===== src/rtl/teq_ram.sv =====
// ----------------------------------------------------------------------------
// teq_ram
// Generic single-write, single-read RAM with a registered read port.
// ----------------------------------------------------------------------------
module teq_ram #(
  parameter int WIDTH = 8,
  parameter int DEPTH = 16
) (
  input  logic                     clk,
  input  logic                     we,
  input  logic [$clog2(DEPTH)-1:0] waddr,
  input  logic [WIDTH-1:0]         wdata,
  input  logic [$clog2(DEPTH)-1:0] raddr,
  output logic [WIDTH-1:0]         rdata
);

  logic [WIDTH-1:0] mem [DEPTH];

  // Write port and registered read port.
  always_ff @(posedge clk) begin
    if (we) begin
      mem[waddr] <= wdata;
    end
    rdata <= mem[raddr];
  end

endmodule


===== config.mk =====
export PLATFORM = sky130hd
export DESIGN_NAME = teq_ram
export DESIGN_NICKNAME = d
export VERILOG_FILES = /design/src/rtl/teq_ram.sv
export SDC_FILE = /design/constraint.sdc
export NUM_CORES = 1
export LEC_CHECK = 0
export BUFFER_PORTS_ARGS = -buffer_cell sky130_fd_sc_hd__buf_2
export CORE_MARGIN = 1
export CORE_UTILIZATION = 36
export CTS_CLUSTER_DIAMETER = 30
export DETAILED_ROUTE_END_ITERATION = 7
export HOLD_SLACK_MARGIN = 0.05
export SLEW_MARGIN = 20
export SYNTH_ARGS = -nofsm -noshare
export SYNTH_HDL_FRONTEND = slang
export SYNTH_SLANG_ARGS = --single-unit

===== constraint.sdc =====
create_clock -name clk -period 1.78 [get_ports clk]
set_input_delay 0.178 -clock clk [delete_from_list [all_inputs] [get_ports clk]]
set_output_delay 0.178 -clock clk [all_outputs]
set_load 0.1 [all_outputs]

Word-level counts from Yosys, hierarchy flattened
Memories as Yosys holds them, arrays and structs flattened. A register that Yosys moved wholly into a read port is not among the register bits.
Index checks and enable logic that the tools add are counted.
{"block": "totals", "memories": 1, "rom_bits": 0, "reg_bits": 0, "latch_bits": 0, "word_cells": 3, "ramBits": 128}
{"name": "mem", "depth": 16, "width": 8, "read_ports": 1, "rd_clocked_by_memory_dff": 1, "wr": 1, "line_no": "17", "source": "logic [WIDTH-1:0] mem [DEPTH];"}
{"block": "classes", "n_mux": 2, "n_addsub": 0, "eq_ne": 0, "mul": 0, "n_shift": 0, "n_reduce_logical": 0, "order_cmp": 0, "bitwise": 0, "div_mod_pow": 0}
{"op": "$mux 1", "count": 2}

Depth between registers and ports, before layout
{"block": "logic_depth", "depth_word": 2, "ltp_mapped": 5, "mapped_depth_nobuf": 3}

Least setup slack after synthesis
OpenSTA, ideal clock, no wires.
{"block": "synth_timing", "kind": "input to register", "from": "input waddr[2]", "to": "memory mem[0][0] (enable)", "arrival_time_ps": 1288, "t_required_ps": 1397, "path_stages": 2, "slack_ps": 109, "setup_time_ps": 383, "path_cell_list": "or3b_2 > nor3_1"}
{"element": "from (decl)", "line_no": "11", "source": "input logic [$clog2(DEPTH)-1:0] waddr,"}
{"element": "to (decl)", "line_no": "17"}
Straight into the memory's write port.

Worst setup path in the final report
{"block": "layout_timing", "from": "register rdata[7] (read register of mem)", "to": "output rdata[7]"}
{"element": "from (decl)", "line_no": "14", "source": "output logic [WIDTH-1:0] rdata"}
No word-level cell between the ends.

==> flow_summary.yaml <==
run_status:
  outcome: "finished, final reports clean"
final_layout:
  fin_cells: 478
  nets: 303
  drive_gt1_frac: 0.299
  area_delta_synth_final_pct: 19.6
  diodes: 0
clocking:
  clock_latency_ns: 0.41
  cts_max_level: 4
  cts_tree: "built"
  cts-root-buf: "clkbuf_16"
  cts_resized: 0
  clockBufferDepth: 2
  post-cts-setup-buffers: 0
  cts_buffers: 17
  holdBufCountCts: 0
  clkSinkCount: 136
  path_clk_slew_ns: 0.05
global_routing:
  antenna_found_initial: 0
  grt_max_degree: 24
  grt_use_total: 0.144
  overflow: 0
  first_global_vias: 2468
  grt_first_pass_wirelength_um: 14700
synthesis:
  synth-seq-cells: 136
  synth_commonest_cells: "128 x edfxtp_1, 18 x mux4_2, 16 x a22oi_1, 14 x mux4_1, 13 x nor2_1"
  yosysUniqueCellTypes: 19
  synth-simple-area-share: 0.0318
  netlist_area_mm2: 0.00515
  synthMuxAreaShare: 0.150
  syn_nets: 247
  synth.top_cell.area_share: 0.747
  synthAdderAreaFrac: 0
  synth.area.top_cells: "edfxtp_1 75%, mux4_2 7.9%, mux4_1 7.1%"
  syn_area_per_cell_um2: 22.5
  ys_seq_area_frac: 0.778
  syn_inst: 229
  synth_xor_area_frac: 0
  synth_top_area_cell: "edfxtp_1"
  synth_ff_type: "edfxtp_1"
  synth_most_common_cell: "edfxtp_1"
  synthArstFlopShare: 0
  yosys_warnings: 0
  synth_compound_area_frac: 0.0233
  synth_top_family_by_area: "multiplexers"
  synth_edf_count: 128
route:
  dr.pass1.iters: 4
  wirelength_um: 9640
  via_per_inst: 5.00
  vias: 2389
  drcViolationCount: 0
  routedWlPerCell_um: 20.2
  drt_iter0_markers: 102
  ant_nets: 0
setup_path:
  r2r_slack_ns: 0.36
  critPathMaxStageDelay_ns: 0.46
  crit_type: "reg -> out"
  crit_family: "buffers and inverters"
  required_ns: 1.60
  critPathCaptureType: "primary output"
  path_buf_inv: 1
  arrival_ns: 1.25
  crit_path_cell_trace: "buf_2"
  worstPathMaxFanout: 1
  start_kind: "flip-flop"
  critical-path-slowest-cell: "buf_2"
timing:
  max_freq_mhz: 700
  rsz0062_at_grt: "false"
  postLayoutSetupSlackWorst_ns: 0.350
  period_share: 0.803
  worstMarginPinSlew_ns: 0.501
  slew_headroom: 0.669
  fin_tns_setup_ns: 0
  period_minus_slack_ns: 1.43
  finalClockSkew_ns: 0.00740
  hold_violations: 0
  finalSetupViolCount: 0
  slew_violations: 0
  hold_slack_ns: 0.151
placed_design:
  io_buffers: 25
  globalplace.congestion: 0.703
  place_inst: 446
  pre_cts_slack_ns: 0.161
  dpl.hpwl_um: 6290
power:
  p_leak_nw: 2.09
  power_density_mw_per_mm2: 1180
  ir_drop_mv: 0.674
die:
  core-area_mm2: 0.0139
  num_rows: 43
  die_y_um: 122
  start_util: 0.369
  dieArea_mm2: 0.0148
  dieWidth_um: 122
  io_pins: 26
hold_path:
  min_path_type: "in -> reg"
run:
  cap_violations: 0
==> power by group <==
part,internal [mW],switching [mW]
Clock,2.03,1.16
Combinational,0.150,0.340
Sequential,3.58,0.0219
Total,5.76,1.52
==> per-stage QoR <==
| step | power [mW] | instance area (um^2) | util |
|---|---|---|---|
| 3_5_place_dp | 4.17 | 5610 | 0.403 |
| 3_3_place_gp | 4.16 | 5610 | 0.403 |
| 4_1_cts | 7.35 | 6150 | 0.442 |
| 2_1_floorplan | 4.00 | 5150 | - |
| 6_report | 7.28 | 6150 | 0.442 |
| 5_1_grt | 7.47 | 6150 | 0.442 |
==> flip-flops by register name, indices dropped and copies added (netlist names) <==
name   cells
rdata      8
mem      128
==> final cells by class <==
type                            count  area (um^2)
Multi-Input combinational cell     83         1060
Clock inverter                      3         40.0
Sequential cell                   136         4000
Tap cell                          180          225
Fill cell                        1188         7780
Clock buffer                       29          500
Timing Repair Buffer               47          328
==> worst reg2reg max path, delay by kind of cell (launching register included) <==
family | cells | cell delay, ns
AOI/OAI and AO/OA | 1 | 0.30
and+or+nand+nor | 1 | 0.10
DFF | 1 | 0.39
muxes | 1 | 0.51
==> metal layers <==
layer	wire, um	GRT usage
met4	206	0.0718
met3	324	0.0323
met2	4540	0.224
met1	4560	0.192
met5	0	0
==> kinds of logic after synthesis <==
| group | count (synthesis) |
|---|---|
| AO/OA/AOI/OAI | 16 |
| buffers and inverters | 10 |
| flip-flops | 136 |
| multiplexers | 32 |
| AND/OR/NAND/NOR | 35 |
==> cells in the final DEF (no fill, tap or decap), drive strengths merged <==
cell      n
edfxtp  128
buf      47
mux4     32
clkbuf   29
a22oi    16
nor2     13
nand2     9
dfxtp     8
nor3      4
nand3b    2
nand2b    2
clkinv    2
nor2b     1
and2      1
and2b     1
nand3     1
or3b      1
bufinv    1
==> path summary, 6_finish.rpt <==
| kind | from | endpoint | cells past startpoint |
|---|---|---|---|
| setup reg to reg | mem[1][2] | rdata[2] | 3 |
| setup / recovery | rdata[7] | rdata[7] | 1 |
| hold / removal | wdata[0] | mem[4][0] | 1 |
| hold reg to reg | mem[12][3] | rdata[3] | 3 |
Power figures use the tool's default switching activity.
