`config.mk`:
```
export PLATFORM = sky130hd
export DESIGN_NAME = teq_ctrl
export DESIGN_NICKNAME = d
export VERILOG_FILES = /design/src/rtl/teq_pkg.sv /design/src/rtl/teq_ctrl.sv
export SDC_FILE = /design/constraint.sdc
export NUM_CORES = 1
export LEC_CHECK = 0
export BUFFER_PORTS_ARGS = -buffer_cell sky130_fd_sc_hd__buf_2
export CORE_MARGIN = 2
export CORE_UTILIZATION = 41
export CTS_CLUSTER_SIZE = 10
export DETAILED_ROUTE_END_ITERATION = 8
export PLACE_DENSITY = 0.71
export REMOVE_ABC_BUFFERS = 1
export SYNTH_ARGS = -nofsm -noshare
export SYNTH_HDL_FRONTEND = slang
export SYNTH_SLANG_ARGS = --single-unit
```
`constraint.sdc`:
```
create_clock -name clk -period 6.06 [get_ports clk]
set_input_delay 0.606 -clock clk [delete_from_list [all_inputs] [get_ports clk]]
set_output_delay 0.606 -clock clk [all_outputs]
set_load 0.01 [all_outputs]
```
`src/rtl/teq_pkg.sv`:
```
// ----------------------------------------------------------------------------
// teq_pkg
// Shared constants, codes and types of the timed event queue.
// ----------------------------------------------------------------------------
package teq_pkg;

  localparam int CAPACITY    = 64;
  localparam int TIME_BITS   = 48;
  localparam int ID_BITS     = 32;
  localparam int MAX_RESULTS = 64;
  localparam int IDX_W       = $clog2(CAPACITY);
  localparam int CNT_W       = $clog2(CAPACITY + 1);

  // Request kinds.
  localparam logic [1:0] REQ_SCHEDULE = 2'd0;
  localparam logic [1:0] REQ_CANCEL   = 2'd1;
  localparam logic [1:0] REQ_PROCEED  = 2'd2;
  localparam logic [1:0] REQ_CLEAR    = 2'd3;

  // Status codes.
  localparam logic [1:0] ST_OK        = 2'd0;
  localparam logic [1:0] ST_FULL      = 2'd1;
  localparam logic [1:0] ST_EMPTY     = 2'd2;
  localparam logic [1:0] ST_NOT_FOUND = 2'd3;

  // One stored event.
  typedef struct packed {
    logic [TIME_BITS-1:0] ev_time;
    logic [7:0]           token;
    logic [31:0]          arg;
    logic [ID_BITS-1:0]   id;
  } slot_t;

  localparam int SLOT_W = $bits(slot_t);

  typedef struct packed {
    logic [1:0]           req_type;
    logic [TIME_BITS-1:0] when_time;
    logic [7:0]           handler_token;
    logic [31:0]          handler_arg;
    logic [ID_BITS-1:0]   cancel_id;
  } req_t;

  typedef struct packed {
    logic [1:0]           status;
    logic [ID_BITS-1:0]   new_id;
    logic [TIME_BITS-1:0] now_out;
    logic [7:0]           fired_token;
    logic [31:0]          fired_arg;
    logic [ID_BITS-1:0]   fired_id;
    logic                 fired_valid;
    logic                 last;
    logic                 is_empty;
  } rsp_t;

  // Result handoff from the sequencer to the output register.
  typedef struct packed {
    logic load;
    rsp_t word;
  } rsp_push_t;

endpackage

```
`src/rtl/teq_ctrl.sv`:
```
// ----------------------------------------------------------------------------
// teq_ctrl
// Request sequencer: keeps the event RAM sorted by shifting entries one per
// step, scans it for cancel ids and emits runs of equal-time events.
// ----------------------------------------------------------------------------
module teq_ctrl import teq_pkg::*; (
  input  logic      clk,
  input  logic      rst_n,
  input  logic      req_valid,
  output logic      req_ready,
  input  req_t      req,
  input  logic      can_load,
  output rsp_push_t push,
  output logic      ram_we,
  output logic [IDX_W-1:0] ram_waddr,
  output slot_t     ram_wdata,
  output logic [IDX_W-1:0] ram_raddr,
  input  slot_t     ram_rdata
);

  localparam logic [3:0] S_IDLE    = 4'd0;
  localparam logic [3:0] S_SCH_RD  = 4'd1;
  localparam logic [3:0] S_SCH_CMP = 4'd2;
  localparam logic [3:0] S_CAN_RD  = 4'd3;
  localparam logic [3:0] S_CAN_CMP = 4'd4;
  localparam logic [3:0] S_SH_RD   = 4'd5;
  localparam logic [3:0] S_SH_WR   = 4'd6;
  localparam logic [3:0] S_PR_RD   = 4'd7;
  localparam logic [3:0] S_PR_CMP  = 4'd8;
  localparam logic [3:0] S_EM_RD   = 4'd9;
  localparam logic [3:0] S_EM_OUT  = 4'd10;
  localparam logic [3:0] S_RESP    = 4'd11;

  logic [3:0]           state_r, state_nxt;
  req_t                 req_r, req_nxt;
  logic [CNT_W-1:0]     cnt_r, cnt_nxt;
  logic [CNT_W-1:0]     i_r, i_nxt;
  logic [CNT_W-1:0]     n_r, n_nxt;
  logic [TIME_BITS-1:0] now_r, now_nxt;
  logic [TIME_BITS-1:0] t_r, t_nxt;
  logic [ID_BITS-1:0]   idc_r, idc_nxt;
  logic [1:0]           st_r, st_nxt;
  logic [ID_BITS-1:0]   nid_r, nid_nxt;
  logic [CNT_W:0]       sh_src;
  slot_t                new_slot;
  logic                 lim_hit;

  assign req_ready = (state_r == S_IDLE);
  assign sh_src    = {1'b0, i_r} + {1'b0, n_r};
  assign lim_hit   = (32'(i_r) >= MAX_RESULTS);

  assign new_slot.ev_time = req_r.when_time;
  assign new_slot.token   = req_r.handler_token;
  assign new_slot.arg     = req_r.handler_arg;
  assign new_slot.id      = idc_r;

  // Next-state and datapath control.
  always_comb begin
    state_nxt = state_r;
    req_nxt   = req_r;
    cnt_nxt   = cnt_r;
    i_nxt     = i_r;
    n_nxt     = n_r;
    now_nxt   = now_r;
    t_nxt     = t_r;
    idc_nxt   = idc_r;
    st_nxt    = st_r;
    nid_nxt   = nid_r;
    ram_we    = 1'b0;
    ram_waddr = i_r[IDX_W-1:0];
    ram_wdata = ram_rdata;
    ram_raddr = i_r[IDX_W-1:0];
    push      = '0;
    case (state_r)
      S_IDLE: begin
        if (req_valid) begin
          req_nxt = req;
          st_nxt  = ST_OK;
          nid_nxt = '0;
          i_nxt   = '0;
          n_nxt   = '0;
          case (req.req_type)
            REQ_SCHEDULE: begin
              if (32'(cnt_r) >= CAPACITY) begin
                st_nxt    = ST_FULL;
                state_nxt = S_RESP;
              end else begin
                i_nxt     = cnt_r;
                state_nxt = S_SCH_RD;
              end
            end
            REQ_CANCEL: state_nxt = S_CAN_RD;
            REQ_PROCEED: begin
              if (cnt_r == '0) begin
                st_nxt    = ST_EMPTY;
                state_nxt = S_RESP;
              end else begin
                state_nxt = S_PR_RD;
              end
            end
            default: begin
              cnt_nxt   = '0;
              state_nxt = S_RESP;
            end
          endcase
        end
      end
      // Walk down from the top, moving later events up one place.
      S_SCH_RD: begin
        if (i_r == '0) begin
          ram_we    = 1'b1;
          ram_wdata = new_slot;
          cnt_nxt   = cnt_r + 1'b1;
          nid_nxt   = idc_r;
          idc_nxt   = idc_r + 1'b1;
          state_nxt = S_RESP;
        end else begin
          ram_raddr = IDX_W'(i_r - 1'b1);
          state_nxt = S_SCH_CMP;
        end
      end
      S_SCH_CMP: begin
        ram_we = 1'b1;
        if (ram_rdata.ev_time > req_r.when_time) begin
          i_nxt     = i_r - 1'b1;
          state_nxt = S_SCH_RD;
        end else begin
          ram_wdata = new_slot;
          cnt_nxt   = cnt_r + 1'b1;
          nid_nxt   = idc_r;
          idc_nxt   = idc_r + 1'b1;
          state_nxt = S_RESP;
        end
      end
      // Search for the first event with the given id.
      S_CAN_RD: begin
        if (i_r == cnt_r) begin
          st_nxt    = ST_NOT_FOUND;
          state_nxt = S_RESP;
        end else begin
          state_nxt = S_CAN_CMP;
        end
      end
      S_CAN_CMP: begin
        if (ram_rdata.id == req_r.cancel_id) begin
          n_nxt     = CNT_W'(1);
          state_nxt = S_SH_RD;
        end else begin
          i_nxt     = i_r + 1'b1;
          state_nxt = S_CAN_RD;
        end
      end
      // Close a gap of n_r entries starting at i_r.
      S_SH_RD: begin
        if (sh_src >= {1'b0, cnt_r}) begin
          cnt_nxt   = cnt_r - n_r;
          state_nxt = (req_r.req_type == REQ_CANCEL) ? S_RESP : S_IDLE;
        end else begin
          ram_raddr = sh_src[IDX_W-1:0];
          state_nxt = S_SH_WR;
        end
      end
      S_SH_WR: begin
        ram_we    = 1'b1;
        i_nxt     = i_r + 1'b1;
        state_nxt = S_SH_RD;
      end
      // Count the leading run of equal times.
      S_PR_RD: begin
        if (i_r == cnt_r || lim_hit) begin
          n_nxt     = i_r;
          i_nxt     = '0;
          state_nxt = S_EM_RD;
        end else begin
          state_nxt = S_PR_CMP;
        end
      end
      S_PR_CMP: begin
        if (i_r == '0) begin
          t_nxt     = ram_rdata.ev_time;
          if (ram_rdata.ev_time > now_r) begin
            now_nxt = ram_rdata.ev_time;
          end
          i_nxt     = CNT_W'(1);
          state_nxt = S_PR_RD;
        end else if (ram_rdata.ev_time == t_r) begin
          i_nxt     = i_r + 1'b1;
          state_nxt = S_PR_RD;
        end else begin
          n_nxt     = i_r;
          i_nxt     = '0;
          state_nxt = S_EM_RD;
        end
      end
      // Emit the run, one word per event.
      S_EM_RD: state_nxt = S_EM_OUT;
      S_EM_OUT: begin
        if (can_load) begin
          push.load             = 1'b1;
          push.word.status      = ST_OK;
          push.word.now_out     = now_r;
          push.word.fired_token = ram_rdata.token;
          push.word.fired_arg   = ram_rdata.arg;
          push.word.fired_id    = ram_rdata.id;
          push.word.fired_valid = 1'b1;
          push.word.last        = ((i_r + 1'b1) == n_r);
          push.word.is_empty    = (cnt_r == n_r);
          if ((i_r + 1'b1) == n_r) begin
            i_nxt     = '0;
            state_nxt = S_SH_RD;
          end else begin
            i_nxt     = i_r + 1'b1;
            state_nxt = S_EM_RD;
          end
        end
      end
      S_RESP: begin
        if (can_load) begin
          push.load          = 1'b1;
          push.word.status   = st_r;
          push.word.new_id   = nid_r;
          push.word.now_out  = now_r;
          push.word.last     = 1'b1;
          push.word.is_empty = (cnt_r == '0);
          state_nxt          = S_IDLE;
        end
      end
      default: state_nxt = S_IDLE;
    endcase
  end

  // Control state.
  always_ff @(posedge clk) begin
    if (!rst_n) begin
      state_r <= S_IDLE;
      cnt_r   <= '0;
      now_r   <= '0;
      idc_r   <= '0;
    end else begin
      state_r <= state_nxt;
      cnt_r   <= cnt_nxt;
      now_r   <= now_nxt;
      idc_r   <= idc_nxt;
    end
  end

  // Working registers of the current request.
  always_ff @(posedge clk) begin
    req_r <= req_nxt;
    i_r   <= i_nxt;
    n_r   <= n_nxt;
    t_r   <= t_nxt;
    st_r  <= st_nxt;
    nid_r <= nid_nxt;
  end

endmodule

```
**Yosys cells after proc, flatten, opt, wreduce, memory -nomap -nowiden**

Index checks and enable logic that the tools add are counted.

- Eq/ne operators: 33
- Add/subtract/negate cells: 6
- Multiplexer cells: 70
- Order comparisons: 5
- Reductions and logical operators: 23

Operators by type and width:

| cell | number |
|---|---|
| $mux 120 | 2 |
| $pmux 120 s2 | 1 |
| $mux 32 | 6 |
| $mux 7 | 20 |
| $mux 123 | 1 |
| $gt 48x48->1 | 2 |
| $pmux 32 s3 | 1 |
| $pmux 48 s2 | 1 |
| $mux 83 | 1 |
| $mux 73 | 1 |
| $pmux 32 s2 | 1 |
| $pmux 7 s4 | 2 |
| $mux 4 | 13 |
| $pmux 7 s7 | 1 |
| $eq 48x48->1 | 1 |
| $pmux 4 s12 | 1 |
| $add 32x1->32 const B | 1 |
| $eq 32x32->1 | 1 |
| $ne 2x2->1 const B | 14 |
| $eq 7x7->1 | 3 |
| $reduce_and 6->1 | 3 |
| $eq 4x3->1 const B | 4 |
| $eq 4x4->1 const B | 4 |
| $add 7x1->7 const B | 2 |
| 31 further kinds | 50 |

- Output and inout bits: 292
- Register bits: 309
- Word-level logic and storage cells: 151
- Bits of input ports: 246

**Longest topological paths before layout**

Gate-level depths: netlist (run 1).

- Word-level depth: 5
- Depth in mapped cells: 18
- Mapped depth without buffers: 16

**Worst setup path before layout (run 1)**

No wires, ideal clock.

- Path type: input-to-reg
- Start point: input port ram_rdata[99] (netlist name)
- End point: register nid_r[0], enable pin
- Path buffers: 1
- Library setup time: 0.461 ns
- Arrival: 4.333 ns
- Setup slack: 1.266 ns
- Cell stages on the path: 9
- Path through: ha_1 and4_1 nor3b_1 a221oi_1 o21ai_0 a221oi_2 buf_4 o21ai_0 nor3_1

- Longest elaborated chain between the ends: 3

Ends and longest elaborated chain:

| item | line | RTL |
|---|---|---|
| from (decl) | teq_ctrl.sv:18 | `input slot_t ram_rdata` |
| $gt 48x48->1 | teq_ctrl.sv:124 | `if (ram_rdata.ev_time > req_r.when_time) begin` |
| $ne 2x2->1 (no source line) | - |  |
| $reduce_and 4->1 (no source line) | - |  |
| to (signal assigned) | teq_ctrl.sv:254 | `nid_r <= nid_nxt;` |
| to (decl) | teq_ctrl.sv:43 | `logic [ID_BITS-1:0] nid_r, nid_nxt;` |

Every way passes these cells.
A chain may end at the register's enable or synchronous reset.

**Worst setup path in the final report (run 1)**

- Start point: register i_r[0]
- End point: output port ram_raddr[5]

- Longest elaborated chain between the ends: 4

Ends and longest elaborated chain:

| item | line | RTL |
|---|---|---|
| from (decl) | teq_ctrl.sv:37 | `logic [CNT_W-1:0] i_r, i_nxt;` |
| from (signal assigned) | teq_ctrl.sv:250 | `i_r <= i_nxt;` |
| $add 7x7->8 | teq_ctrl.sv:49 | `assign sh_src = {1'b0, i_r} + {1'b0, n_r};` |
| $ge 8x7->1 | teq_ctrl.sv:155 | `if (sh_src >= {1'b0, cnt_r}) begin` |
| $mux 6 | teq_ctrl.sv:155 |  |
| $pmux 6 s2 (*) | teq_ctrl.sv:74 | `case (state_r)` |
| to (decl) | teq_ctrl.sv:17 | `output logic [IDX_W-1:0] ram_raddr,` |

Mark *: on every way between the ends. The rest lies on a longest branch, timed or not.

==> results of run 1 <==
## cell type report
class	count	area [um^2]	share of cell area (%)
well taps	592	741	3.26
inverters	132	495	2.18
repair buffers	556	2830	12.5
flip-flops and latches	309	8370	36.9
clock buffers	67	1180	5.21
clock inverters	4	35.0	0.154
multi-input cells	1326	9040	39.8
diodes	3	7.51	0.0331
## routing by layer
| layer | share of wire [%] | vias to the layer above | wire length (um) | global-route usage (%) |
|---|---|---|---|---|
| met5 | 0.14 | - | 90 | 0 |
| li1 | - | 7670 | - | - |
| met1 | 42 | 7877 | 26900 | 36.7 |
| met2 | 47 | 804 | 30000 | 43.1 |
| met3 | 8.7 | 131 | 5590 | 4.81 |
| met4 | 2.9 | 14 | 1880 | 8.78 |
## critical path: stages (launching register included)
cell and delay (ps):
edfxtp_1 580, ha_1 330, fa_1 410, a21o_1 180, a21oi_1 210, o21bai_1 90, a21oi_1 180, xnor2_1 90
ha_1 180, or4_1 520, a21oi_1 130, o21ai_0 90, a32o_1 370, a21o_1 270, a221o_1 350, buf_2 140
## sequential cells by signal (all words and copies together) (netlist names), 4 cells and up
name      count
cnt_r         7
req_r        34
idc_r        32
new_slot     88
n_r           7
i_r           7
now_r        48
nid_r        32
t_r          48
state_r       4
## worst max path at each step
stage                     endpoint  cells after the start  slack [ps]           start
floorplan           ram_wdata[100]                      7       -3700  ram_rdata[118]
global placement      ram_raddr[4]                     15        1440          i_r[0]
detailed placement   ram_wdata[28]                     12        1330   ram_rdata[87]
CTS                   ram_raddr[5]                     15         760          i_r[0]
global route          ram_raddr[3]                     16         490          i_r[0]
finish                ram_raddr[5]                     15         780          i_r[0]
## through the flow
step | TNS (ps) | area [um^2] | power [mW]
finish | 0 | 22700 | 9.25
global route | 0 | 22700 | 9.73
CTS | 0 | 22700 | 9.25
detailed placement | 0 | 21500 | 6.99
global placement | 0 | 21500 | 6.91
floorplan | -455780 | 17900 | 5.61
## cell families (layout without fill, tap and decap cells)
family / count (synthesis) / after routing / share of synthesized area, %
AO/OA/AOI/OAI: 344 / 344 / 11.5
XOR/XNOR: 119 / 119 / 5.77
adder cells (fa/ha/maj): 128 / 128 / 8.83
buffers and inverters: 234 / 759 / 5.17
flip-flops: 309 / 309 / 45.7
multiplexers: 72 / 72 / 4.40
other: 0 / 3 / 0
AND/OR/NAND/NOR: 663 / 663 / 18.7
## layout by cell type, fill, tap and decap left out, types with 8 or more instances in the layout
master	count
clkbuf_16	41
a21oi_1	70
o31ai_1	8
o21a_1	11
buf_2	536
dfxtp_1	91
or3_1	10
nor2_1	111
nand4_1	43
inv_1	131
nand3_1	72
mux2_2	67
clkbuf_1	20
nand2b_1	9
o221ai_1	8
or4_1	8
xnor2_1	109
nor4_1	15
o211ai_1	9
buf_4	20
xor2_1	9
edfxtp_1	218
nand2_1	171
nor3_1	27
a21o_1	17
ha_1	126
and2_1	110
and3_1	50
o21ai_0	151
## power groups by stage
stage	Sequential (mW)	Combinational (mW)	Clock [mW]
after global routing	3.16	4.22	2.35
final	3.11	3.88	2.26
after global placement	3.14	3.77	0
after detailed placement	3.15	3.84	0
after floorplan	3.07	2.54	0
after CTS	3.11	3.86	2.29
==> out/results.txt, run 1 <==
Initial antenna violation count: 11
Comb pwr share: 41.9%
Area growth syn-to-layout: 24.0%
Cell Count, Final, Fillers Out: 2989
Pre-Repair DR Iteration Count: 5
Core Box Area: 0.0441 mm^2
Cell Area, Synth: 0.0183 mm^2
Largest net degree at the start of global routing: 77
Iteration-0 DRC Markers: 1644
Required @ worst endpoint: 5450 ps
Hpwl dp: 49.3 mm
Fmax achieved: 189 MHz
CTS tree: yes
R2R Path End: cnt_r[5]
Post-route worst setup slack: 780 ps
Clock Power Share: 24.4%
Final Hold Viols: 0
Via density: 5.52
I/O pin cnt: 538
Leak: 9.81 nW
Relative slew slack: 24.7%
Max cap viols: 0
VDD IR-drop max: 0.292 mV
CTS clk-pin slew, worst paths: 60 ps
Max Clock Skew: 28.8 ps
Synth top area share: 35.8%
Starting Density: 41.5%
Sw Ratio: 39.3%
Nets: 2738
Slew @ Worst Pin: 1120 ps
Worst Hold End: new_slot[108]
Power density over the cells: 407 mW/mm^2
Internal: 5.61 mW
WL per Instance: 21.6 um
Hold Slack: 204 ps
R2R Path Start: i_r[0]
DRC viols: 0
CTS Hold Bufs: 0
Syn_area_per_cell: 9.79 um^2
Setup CP Type: flip-flop to primary output
Hold Crit Class: input pin to flip-flop
Max Root-Sink Buffers: 3
Total placed cells including tap cells: 2915
RePlAce Congestion: 1.04
Row count: 77
Synth warn: 0
R2R depth: 16
Die H: 215 um
Post-CTS setup repair buffer count: 0
Crit Path Max Fanout: 12
Detailed Route WL: 64.5 mm
Fin. max-slew vios: 0
H-tree levels: 2
Cell with the most instances after synthesis: edfxtp_1
Critical path startpoint category: flip-flop
Post-synth EDFFs: 218
Root buffer cell: clkbuf_16
Register share of total power: 33.7%
Vias in the first global route: 15737
Hold Startpoint: req[108]
Status: completed
Mapped Cells: 1869
Number of synthesized register bits: 309
Crit path arrival time: 4670 ps
Seq/Total Area, Yosys: 45.7%
Total global routing overflow: 0
CP Capture Type: primary output
DIE AREA: 0.0464 mm^2
Vias: 16496
Chip width: 215 um
Commonest cells post-synth: 218 x edfxtp_1, 171 x nand2_1, 151 x o21ai_0, 131 x inv_1, 126 x ha_1
Place WS: 1330 ps
Final setup vio count: 0
Area leader, netlist: edfxtp_1
Fraction of registers with async set/reset: 0%
# port buffers: 537
Core Util, Final: 51.5%
Top cells by area, synth: edfxtp_1 36%, dfxtp_1 10%, ha_1 8.6%
R2r setup slk: 1630 ps
RSZ-0062 raised after global routing: no
Worst skew pair latency: 570 ps
Post-CTS resize count: 0
Share of layout cells above drive strength 1: 29.0%
Tcrit/Tclk final: 87.1%
Total Routing Usage GR: 26.8%
Unique masters post-synth: 74
Min Tclk post-route: 5280 ps
Synth Flop Type: edfxtp_1
Antenna Violating Nets Remaining: 0
First-pass GRT wire length: 95.6 mm
Sink Count: 309
Fill cells: 4094
NetSw: 3.64 mW
Hold-critical path depth: 1
CTS Buf Count: 39
Power figures use the tool's default switching activity.
==> run 2, diff against run 1 <==
BUFFER_PORTS_ARGS = unset   (was -buffer_cell sky130_fd_sc_hd__buf_2)
DONT_BUFFER_PORTS = 1   (was unset)
PLACE_DENSITY = 0.6   (was 0.71)
==> run 2 against run 1 <==
  * Largest cell class unchanged
  * Core utilization decreased by 6.0 points
  * Critical path depth is 5 lower
  * Maximum frequency is 4.3% higher
  * Non-clock buffer count decreased by 537
  * Worst setup slack improved by 220 ps
  * First-iteration DRC count shrank 32%
  * Largest power group unchanged
  * Sequential power hardly changed
  * Via count down 13%
  * Critical endpoint is now ram_wdata[0]
  * Sequential share of layout area increased by 4.9 points
  * Clock skew up 9.7 ps
  * Power decreased by 6.0%
  * Global-route usage fell by 2.2 points
==> out/results.txt, run 2 (synthesized netlist as in run 1, its figures left out) <==
Starting Density: 41.5%
CP Cell Sequence: inv_1 > ha_1 > nand4_1 > nor4_1 > and3_1 > a221oi_2 > buf_4 > o21ai_4 > buf_12 > mux2_2
R2R Path End: cnt_r[5]
DIE AREA: 0.0464 mm^2
Total global routing overflow: 0
CP Capture Type: primary output
Worst skew pair latency: 580 ps
Sink Count: 309
Hpwl dp: 44.9 mm
WL per Instance: 24.3 um
CTS Hold Bufs: 0
Commonest cells after routing, fill and taps aside: 218 x edfxtp_1, 171 x nand2_1, 151 x o21ai_0, 131 x inv_1, 126 x ha_1
Max reg flops: 88
Iteration-0 DRC Markers: 1123
Tcrit/Tclk final: 83.5%
Hold Slack: 120 ps
Relative slew slack: 17.5%
CP max-delay cell: nor4_1
Nets: 2201
Hold-critical path depth: 0
R2R depth: 15
Commonest non-fill, non-tap cell in the layout: edfxtp_1
Critical path startpoint category: flip-flop
Max cap viols: 0
Chip width: 215 um
Power Total: 8.69 mW
Share of layout cells above drive strength 1: 8.40%
Top delay family on crit path: simple AND/OR/NAND/NOR gates
VDD IR-drop max: 0.278 mV
Post-CTS setup repair buffer count: 0
Largest net degree at the start of global routing: 122
Total placed cells including tap cells: 2378
Fin. max-slew vios: 0
Final Hold Viols: 0
Area growth syn-to-layout: 9.57%
I/O pin cnt: 538
# port buffers: 0
Min Tclk post-route: 5060 ps
Required @ worst endpoint: 5450 ps
Cell Count, Final, Fillers Out: 2454
H-tree levels: 2
Antenna Violating Nets Remaining: 0
Final TNS setup: 0 ps
CTS Buf Count: 39
Core Box Area: 0.0441 mm^2
RePlAce Congestion: 0.915
Via density: 5.82
R2R Path Start: i_r[1]
Post-CTS resize count: 0
Total Routing Usage GR: 24.6%
CTS tree: yes
Final setup vio count: 0
Slew @ Worst Pin: 1240 ps
CTS clk-pin slew, worst paths: 60 ps
Setup CP Type: flip-flop to primary output
Worst Hold End: new_slot[103]
R2r setup slk: 1680 ps
First-pass GRT wire length: 86.8 mm
Crit Path Max Fanout: 92
Max Clock Skew: 38.5 ps
Crit. Startpoint: new_slot[115]
Hold Startpoint: req[103]
Row count: 77
Root buffer cell: clkbuf_16
Die H: 215 um
Vias in the first global route: 13582
Power density over the cells: 433 mW/mm^2
Largest stage delay, worst path: 880 ps
Post-place instance area: 0.0188 mm^2
Pre-Repair DR Iteration Count: 5
Initial antenna violation count: 9
Vias: 14276
Hold Crit Class: input pin to flip-flop
Fmax achieved: 198 MHz
Leak: 7.42 nW
RSZ-0062 raised after global routing: no
Detailed Route WL: 59.5 mm
Bufs and invs on worst path: 3
DRC viols: 0
Post-route cell area: 0.0201 mm^2
Max Root-Sink Buffers: 3
Status: completed
Crit path arrival time: 4450 ps
run 2: changes by cell type in the layout (fill, tap and decap cells not counted), sizes merged:
cell	delta
buf	-537
bufinv	+1
clkbuf	-1
clkinv	+1
diode	+1
run 2: area by class of cell:
cell class	instances	area [um^2]
antenna	4	10.0
clock buffer	66	1150
clock inverter	6	93.8
fill	4183	24100
inverter	132	495
multi-input combinational	1326	9040
sequential	309	8370
tap	592	741
timing repair buffer	19	155
run 2: worst register-to-register path, stage by stage, from the launching register on:
cell and delay (ps):
edfxtp_1 610, fa_1 530, a21o_1 170, a21oi_1 240, o21bai_1 90, a21oi_1 200
xnor2_1 90, ha_1 190, or4_1 490, a21oi_1 120, o21ai_0 100, a32o_1 380
o311a_1 380, o21ai_2 250, a21oi_1 90, a221oi_1 330
run 2: routing by layer:
layer	global-route usage [%]	wire length, um	vias to the layer above
li1	-	-	6605
met1	32.8	25100	6975
met4	7.66	1620	6
met5	0	44	-
met2	39.6	27900	590
met3	6.02	4850	100
run 2: worst max-delay path by stage:
stage                endpoint  depth (start not counted)  slack [ps]
2_1_floorplan  ram_wdata[100]                          7       -3700
6_report         ram_wdata[0]                         10        1000
3_3_place_gp     ram_wdata[1]                          9        1550
4_1_cts          ram_raddr[3]                         14        1010
5_1_grt          ram_raddr[3]                         14         740
3_5_place_dp    ram_wdata[67]                          9        1500
run 2: through the flow:
step / utilization, % / worst slack, ps
floorplan: - / -3700
global placement: 42.6 / 1550
detailed placement: 42.6 / 1500
CTS: 45.4 / 1010
global route: 45.4 / 743
finish: 45.5 / 999
run 2: power breakdown:
| part | switching (mW) | leakage, nW | total (mW) | internal, mW |
|---|---|---|---|---|
| sequential | 0.293 | 2.79 | 3.08 | 2.79 |
| combinational | 2.18 | 4.04 | 3.34 | 1.16 |
| clock | 0.930 | 0.595 | 2.27 | 1.34 |
| total | 3.41 | 7.42 | 8.69 | 5.29 |
